**src/design/xs_pkg.sv**
```systemverilog
// Shared types and constants for the xoshiro256** generator.
package xs_pkg;

    // SplitMix64 constants
    localparam logic [63:0] GOLDEN_STEP = 64'h9e3779b97f4a7c15;
    localparam logic [63:0] MIX_MUL_A   = 64'hbf58476d1ce4e5b9;
    localparam logic [63:0] MIX_MUL_B   = 64'h94d049bb133111eb;

    // xoshiro256** update shift and rotate
    localparam int unsigned XS_SHIFT  = 17;
    localparam int unsigned XS_ROTATE = 45;

    // Partial product phases of a 64x64 low-half multiply
    localparam logic [1:0] PH_LL = 2'd0;
    localparam logic [1:0] PH_LH = 2'd1;
    localparam logic [1:0] PH_HL = 2'd2;

    // Item kinds
    localparam logic KIND_SEED = 1'b0;
    localparam logic KIND_DRAW = 1'b1;

    // Control of the shared multiply-accumulate unit
    typedef struct packed {
        logic       en;
        logic [1:0] phase;
    } mac_ctrl_t;

endpackage

```
**src/design/xs_mac.sv**
```systemverilog
// Shared 32x32 multiply-accumulate unit that builds a 64-bit low-half product in three phases.
module xs_mac (
    input  logic              aclk,
    input  xs_pkg::mac_ctrl_t ctrl,
    input  logic [63:0]       op_a,
    input  logic [63:0]       op_b,
    output logic [63:0]       acc
);

    logic [31:0] mul_a;
    logic [31:0] mul_b;
    logic [63:0] prod;
    logic [63:0] acc_reg;
    logic [63:0] acc_next;

    // Pick the halves for this phase
    always_comb begin
        case (ctrl.phase)
            xs_pkg::PH_LL: begin
                mul_a = op_a[31:0];
                mul_b = op_b[31:0];
            end
            xs_pkg::PH_LH: begin
                mul_a = op_a[31:0];
                mul_b = op_b[63:32];
            end
            xs_pkg::PH_HL: begin
                mul_a = op_a[63:32];
                mul_b = op_b[31:0];
            end
            default: begin
                mul_a = op_a[31:0];
                mul_b = op_b[31:0];
            end
        endcase
    end

    assign prod = {32'h0, mul_a} * {32'h0, mul_b};

    // Start on the low product, then add cross terms into the upper half
    always_comb begin
        if (ctrl.phase == xs_pkg::PH_LL) begin
            acc_next = prod;
        end else begin
            acc_next = acc_reg + {prod[31:0], 32'h0};
        end
    end

    always_ff @(posedge aclk) begin
        if (ctrl.en) begin
            acc_reg <= acc_next;
        end
    end

    assign acc = acc_reg;

endmodule

```
**src/design/xoshiro256ss_generator.sv**
```systemverilog
// Top level of the xoshiro256** word generator with SplitMix64 seeding.
//
//   channel | handshake          | payload
//   --------+--------------------+-------------------------
//   s_      | s_valid / s_ready  | s_kind (1), s_seed (64)
//   m_      | m_valid / m_ready  | m_value (64)
//
// A draw runs from accept back to ready as one shift-add for w1*5, then
// one shift-add for the *9 together with the state update.
// A seed runs, per SplitMix64 word, one counter step, two three-phase
// multiplies on the shared 32x32 unit, one xor step and one store.
// After reset the block runs the seed-zero expansion and is not ready until it ends.
// A waiting result holds the draw in its last step; seeds proceed regardless.
module xoshiro256ss_generator (
    input  logic        aclk,
    input  logic        aresetn,
    input  logic        s_valid,
    output logic        s_ready,
    input  logic        s_kind,
    input  logic [63:0] s_seed,
    output logic        m_valid,
    input  logic        m_ready,
    output logic [63:0] m_value
);

    localparam logic [2:0] ST_IDLE    = 3'd0;
    localparam logic [2:0] ST_MIX_ADD = 3'd1;
    localparam logic [2:0] ST_MUL_A   = 3'd2;
    localparam logic [2:0] ST_XOR_A   = 3'd3;
    localparam logic [2:0] ST_MUL_B   = 3'd4;
    localparam logic [2:0] ST_STORE   = 3'd5;
    localparam logic [2:0] ST_DRAW1   = 3'd6;
    localparam logic [2:0] ST_DRAW2   = 3'd7;

    logic [2:0]  state_reg;
    logic [1:0]  phase_reg;
    logic [1:0]  idx_reg;
    logic [63:0] counter_reg;
    logic [63:0] z_reg;
    logic [63:0] t_reg;
    logic [63:0] words_reg [4];
    logic        m_valid_reg;
    logic [63:0] m_value_reg;

    xs_pkg::mac_ctrl_t mac_ctrl;
    logic [63:0] mac_b;
    logic [63:0] acc;
    logic [63:0] counter_next;
    logic [63:0] rot_t;
    logic [63:0] w0_next;
    logic [63:0] w1_next;
    logic [63:0] w2_next;
    logic [63:0] w3_x;
    logic        out_free;
    logic        s_fire;

    assign s_ready  = (state_reg == ST_IDLE);
    assign s_fire   = s_valid && s_ready;
    assign out_free = !m_valid_reg || m_ready;

    // Drive the shared multiplier
    assign mac_ctrl.en    = (state_reg == ST_MUL_A) || (state_reg == ST_MUL_B);
    assign mac_ctrl.phase = phase_reg;
    assign mac_b          = (state_reg == ST_MUL_B) ? xs_pkg::MIX_MUL_B : xs_pkg::MIX_MUL_A;

    xs_mac u_mac (
        .aclk (aclk),
        .ctrl (mac_ctrl),
        .op_a (z_reg),
        .op_b (mac_b),
        .acc  (acc)
    );

    assign counter_next = counter_reg + xs_pkg::GOLDEN_STEP;

    // Draw datapath: rotate of w1*5, and the state update
    assign rot_t   = {t_reg[56:0], t_reg[63:57]};
    assign w2_next = words_reg[2] ^ words_reg[0] ^ (words_reg[1] << xs_pkg::XS_SHIFT);
    assign w3_x    = words_reg[3] ^ words_reg[1];
    assign w1_next = words_reg[1] ^ words_reg[2] ^ words_reg[0];
    assign w0_next = words_reg[0] ^ w3_x;

    // Sequence the seed expansion and draws
    always_ff @(posedge aclk) begin
        if (!aresetn) begin
            state_reg   <= ST_MIX_ADD;
            phase_reg   <= xs_pkg::PH_LL;
            idx_reg     <= 2'd0;
            counter_reg <= 64'h0;
            m_valid_reg <= 1'b0;
        end else begin
            // drop the output word once taken, unless the draw refills it
            if (m_valid_reg && m_ready && (state_reg != ST_DRAW2)) begin
                m_valid_reg <= 1'b0;
            end
            case (state_reg)
                ST_IDLE: begin
                    if (s_fire) begin
                        if (s_kind == xs_pkg::KIND_SEED) begin
                            counter_reg <= s_seed;
                            idx_reg     <= 2'd0;
                            state_reg   <= ST_MIX_ADD;
                        end else begin
                            state_reg <= ST_DRAW1;
                        end
                    end
                end
                ST_MIX_ADD: begin
                    counter_reg <= counter_next;
                    z_reg       <= counter_next ^ (counter_next >> 30);
                    phase_reg   <= xs_pkg::PH_LL;
                    state_reg   <= ST_MUL_A;
                end
                ST_MUL_A, ST_MUL_B: begin
                    case (phase_reg)
                        xs_pkg::PH_LL: phase_reg <= xs_pkg::PH_LH;
                        xs_pkg::PH_LH: phase_reg <= xs_pkg::PH_HL;
                        default: begin
                            phase_reg <= xs_pkg::PH_LL;
                            state_reg <= (state_reg == ST_MUL_A) ? ST_XOR_A : ST_STORE;
                        end
                    endcase
                end
                ST_XOR_A: begin
                    z_reg     <= acc ^ (acc >> 27);
                    state_reg <= ST_MUL_B;
                end
                ST_STORE: begin
                    words_reg[idx_reg] <= acc ^ (acc >> 31);
                    idx_reg            <= idx_reg + 2'd1;
                    state_reg          <= (idx_reg == 2'd3) ? ST_IDLE : ST_MIX_ADD;
                end
                ST_DRAW1: begin
                    t_reg     <= words_reg[1] + (words_reg[1] << 2);
                    state_reg <= ST_DRAW2;
                end
                ST_DRAW2: begin
                    // hold until the output word is free
                    if (out_free) begin
                        m_value_reg  <= rot_t + (rot_t << 3);
                        m_valid_reg  <= 1'b1;
                        words_reg[0] <= w0_next;
                        words_reg[1] <= w1_next;
                        words_reg[2] <= w2_next;
                        words_reg[3] <= {w3_x[63-xs_pkg::XS_ROTATE:0],
                                         w3_x[63:64-xs_pkg::XS_ROTATE]};
                        state_reg    <= ST_IDLE;
                    end
                end
                default: begin
                    state_reg <= ST_IDLE;
                end
            endcase
        end
    end

    assign m_valid = m_valid_reg;
    assign m_value = m_value_reg;

    // A new output word only comes from the last draw step
    a_valid_from_draw: assert property (@(posedge aclk) disable iff (!aresetn)
        $rose(m_valid_reg) |-> $past(state_reg) == ST_DRAW2)
        else $error("output word raised outside a draw");

    // The xor step only follows a full first multiply
    a_xor_after_mul: assert property (@(posedge aclk) disable iff (!aresetn)
        state_reg == ST_XOR_A |-> $past(state_reg) == ST_MUL_A
                                  && $past(phase_reg) == xs_pkg::PH_HL)
        else $error("xor step entered before multiply finished");

    // A seed word restarts the expansion at the first state word
    a_seed_restart: assert property (@(posedge aclk) disable iff (!aresetn)
        s_fire && s_kind == xs_pkg::KIND_SEED |=> state_reg == ST_MIX_ADD && idx_reg == 2'd0)
        else $error("seed did not restart expansion");

    // A stalled output word is not overwritten
    a_no_overwrite: assert property (@(posedge aclk) disable iff (!aresetn)
        m_valid_reg && !m_ready |=> m_valid_reg && $stable(m_value_reg))
        else $error("waiting output word overwritten");

endmodule
```
**config.mk**
```make
export PLATFORM = sky130hd
export DESIGN_NAME = xoshiro256ss_generator
export DESIGN_NICKNAME = d
export VERILOG_FILES = /design/src/design/xs_pkg.sv /design/src/design/xs_mac.sv /design/src/design/xoshiro256ss_generator.sv
export SDC_FILE = /design/constraint.sdc
export NUM_CORES = 2
export LEC_CHECK = 0
export ABC_AREA = 1
export BUFFER_PORTS_ARGS = -buffer_cell sky130_fd_sc_hd__buf_2
export CAP_MARGIN = 20
export CELL_PAD_IN_SITES_DETAIL_PLACEMENT = 0
export CELL_PAD_IN_SITES_GLOBAL_PLACEMENT = 1
export CORE_MARGIN = 4
export CORE_UTILIZATION = 50
export CTS_BUF_LIST = sky130_fd_sc_hd__clkbuf_8
export DETAILED_ROUTE_END_ITERATION = 10
export PLACE_DENSITY_LB_ADDON = 0.1
export SLEW_MARGIN = 20
export SYNTH_ARGS = -nofsm -noshare
export SYNTH_HDL_FRONTEND = slang
export SYNTH_HIERARCHICAL = 1
export SYNTH_SLANG_ARGS = --single-unit
```
**constraint.sdc**
```tcl
create_clock -name aclk -period 12.2 [get_ports aclk]
set_clock_uncertainty 0.1 [all_clocks]
set_input_delay 2.44 -clock aclk [delete_from_list [all_inputs] [get_ports aclk]]
set_output_delay 2.44 -clock aclk [all_outputs]
set_load 0.02 [all_outputs]
```
==> flow_summary.ini <==
[synthesis]
synth_top_family_by_area = adder cells
synthCells = 9477
synthSimpleGateAreaFrac = 0.210
post-synth-top-area-fraction = 0.243
synthXorXnorAreaFrac = 0.0576
ys_top_cells_by_area = fa_1, edfxtp_1, nand2_1
synthTopCellsByCount = nand2_1, inv_1, nor2_1
synthFlopType = edfxtp_1
netlist_area_um2 = 74200
synth-edff-count = 512
syn_area_per_cell_um2 = 7.83
yosysTopAreaCell = fa_1
synth-seq-area-share = 0.227
post-synth-top-count-cell = nand2_1
synth-compound-area-share = 0.0885
synthArstFlopShare = 0
ys_ff_latch = 584
synth_warnings = 6
yosysUniqueCellTypes = 50
synth_fa_ha_area_frac = 0.313
synth.area.mux_share = 0

[critical_path]
reg2reg_depth = 28
crit_path_end_kind = flip-flop
path_class = flip-flop to flip-flop
cp.required_ns = 12.62
crit_arrival_ns = 11.35
start_kind = flip-flop
crit_slowest_cell = clkinv_1
rr_startpoint = phase_reg[1]
slowest_delay_ns = 0.89
critPathMaxFanout = 44
crit_top_cell = fa_1
rrSetupSlack_ns = 1.27
r2r_end = u_mac/acc[57]

[run]
maxCapViolations = 0

[sta]
drv_slew = 0
finalSetupViolations = 0
period_minus_slack_ns = 10.93
hold_viol = 0
rsz0062_at_grt = false
worstMarginPinSlew_ns = 1.20
fin_tns_setup_ns = 0
max_freq_mhz = 91.5
slew_headroom = 0.195
post-route-period-util = 0.896

[routing]
routed_wl_um = 303000
drc_errors = 0
top_layer = met5
ant_nets = 0
viasPerCell = 5.73
dr_wl_met3_um = 37200
routedWlPerCell_um = 26.1
wl_met1_um = 122000
dr_wl_met2_um = 127000
drt_iter0_markers = 6861
num_vias = 66500
drt_pass1_iterations = 6

[clock_tree]
cts_root_buf = clkbuf_8
numCtsBuffers = 96
clock_tree.buffer_depth = 3
insertion_delay_ns = 0.83
cts-htree-levels = 3
post_cts_buffers = 0
cts_sinks = 584
cts_resized = 0
cts_tree = yes
ctsHoldBuffers = 0
cts.clk_slew.worst_paths_ns = 0.08

[global_route]
grt_util_all_layers = 0.390
grt_max_degree = 110
grt_pass1_wl_um = 439000
grt_pass1_vias = 65600
grt_overflow_total = 0
antenna_found_initial = 14

[placed_design]
gp_congestion = 1.10
hpwl_um = 249000
io_buffers = 134

[finish]
syn_to_final_growth_pct = 6.69
nets = 11000
final_util = 0.536
fillers = 14300
largest_register_ffs = 256
drive_gt1_frac = 0.0508

[outcome]
status = completed

[floorplan]
start_util = 0.503
rows = 141
dieArea_um2 = 155000
die_y_um = 393
core-area_um2 = 148000
boundaryPins = 135
fp.dieW_um = 393

[min_path]
hold_path_depth = 0
min_to = m_value[0]
min_path_type = flip-flop to flip-flop
hold_path.startpoint = t_reg[57]
## how the worst max path moves through the flow
stage	start	end	slack, ns
2_1_floorplan	state_reg[2]	u_mac/acc[54]	3.51
3_3_place_gp	state_reg[2]	u_mac/acc[63]	1.22
3_5_place_dp	state_reg[2]	u_mac/acc[63]	1.27
4_1_cts	state_reg[2]	u_mac/acc[63]	1.22
5_1_grt	state_reg[2]	u_mac/acc[63]	0.94
6_report	phase_reg[1]	u_mac/acc[57]	1.27
## worst max-delay path, delay by kind of cell (launching register included)
kind	cells	cell delay [ns]
AO/OA/AOI/OAI	1	0.44
adder cells (fa/ha/maj)	9	4.13
buffers and inverters	6	1.85
flip-flops	1	0.47
AND/OR/NAND/NOR	12	3.56
## per-layer routing
layer,up-vias,track usage
met4,26,0.153
met1,32400,0.521
li1,29700,-
met5,-,0.0287
met3,692,0.143
met2,3765,0.572
## layout by cell type, fill, tap and decap left out, types with 33 or more instances in the layout
cell type	synthesis	final
a21o_1	40	40
a21oi_1	428	428
a31oi_1	43	43
buf_2	106	134
buf_4	6	114
clkbuf_8	0	102
conb_1	2	33
dfxtp_1	72	72
edfxtp_1	512	512
fa_1	899	899
ha_1	419	419
inv_1	1696	1714
nand2_1	2342	2342
nand3_1	366	366
nand4_1	51	51
nor2_1	1027	1024
nor3_1	63	60
o21a_1	49	49
o21ai_0	440	430
o21ai_1	56	42
o21ai_2	17	37
o21bai_1	41	41
xnor2_1	182	182
xor2_1	306	306
## logic make-up (layout without fill, tap and decap cells)
| kind of cell | after synthesis | count (layout) |
|---|---|---|
| other | 2 | 39 |
| adders and majority gates | 1318 | 1318 |
| xor gates and xnor gates | 488 | 488 |
| DFF | 584 | 584 |
| and+or+nand+nor | 3917 | 3917 |
| AOI/OAI and AO/OA | 1170 | 1170 |
| buffers and inverters | 1998 | 2152 |
## metrics by stage
| step | instance area (µm²) | hold slack (ns) | std cells | worst slack, ns |
|---|---|---|---|---|
| final | 79200 | 0.379 | 11600 | 1.27 |
| after global routing | 79200 | 0.399 | 11600 | 0.942 |
| after CTS | 79200 | 0.385 | 11600 | 1.22 |
| after detailed placement | 77200 | 0.369 | 11400 | 1.27 |
| after global placement | 77200 | 0.341 | 11400 | 1.22 |
| after floorplan | 74300 | 0.333 | 9508 | 3.51 |
## area by class of cell
| type | count | area [µm²] | share of cell area |
|---|---|---|---|
| Antenna cell | 6 | 15.0 | 0.000190 |
| Clock buffer | 102 | 1400 | 0.0177 |
| Clock inverter | 67 | 520 | 0.00657 |
| Inverter | 1735 | 6520 | 0.0823 |
| Multi-Input combinational cell | 6926 | 50000 | 0.631 |
| Sequential cell | 584 | 16800 | 0.212 |
| Tap cell | 1930 | 2410 | 0.0305 |
| Timing Repair Buffer | 248 | 1530 | 0.0193 |
Power is not shown: default switching activity piles up to over one toggle a cycle in this logic, so the estimate is an artifact.
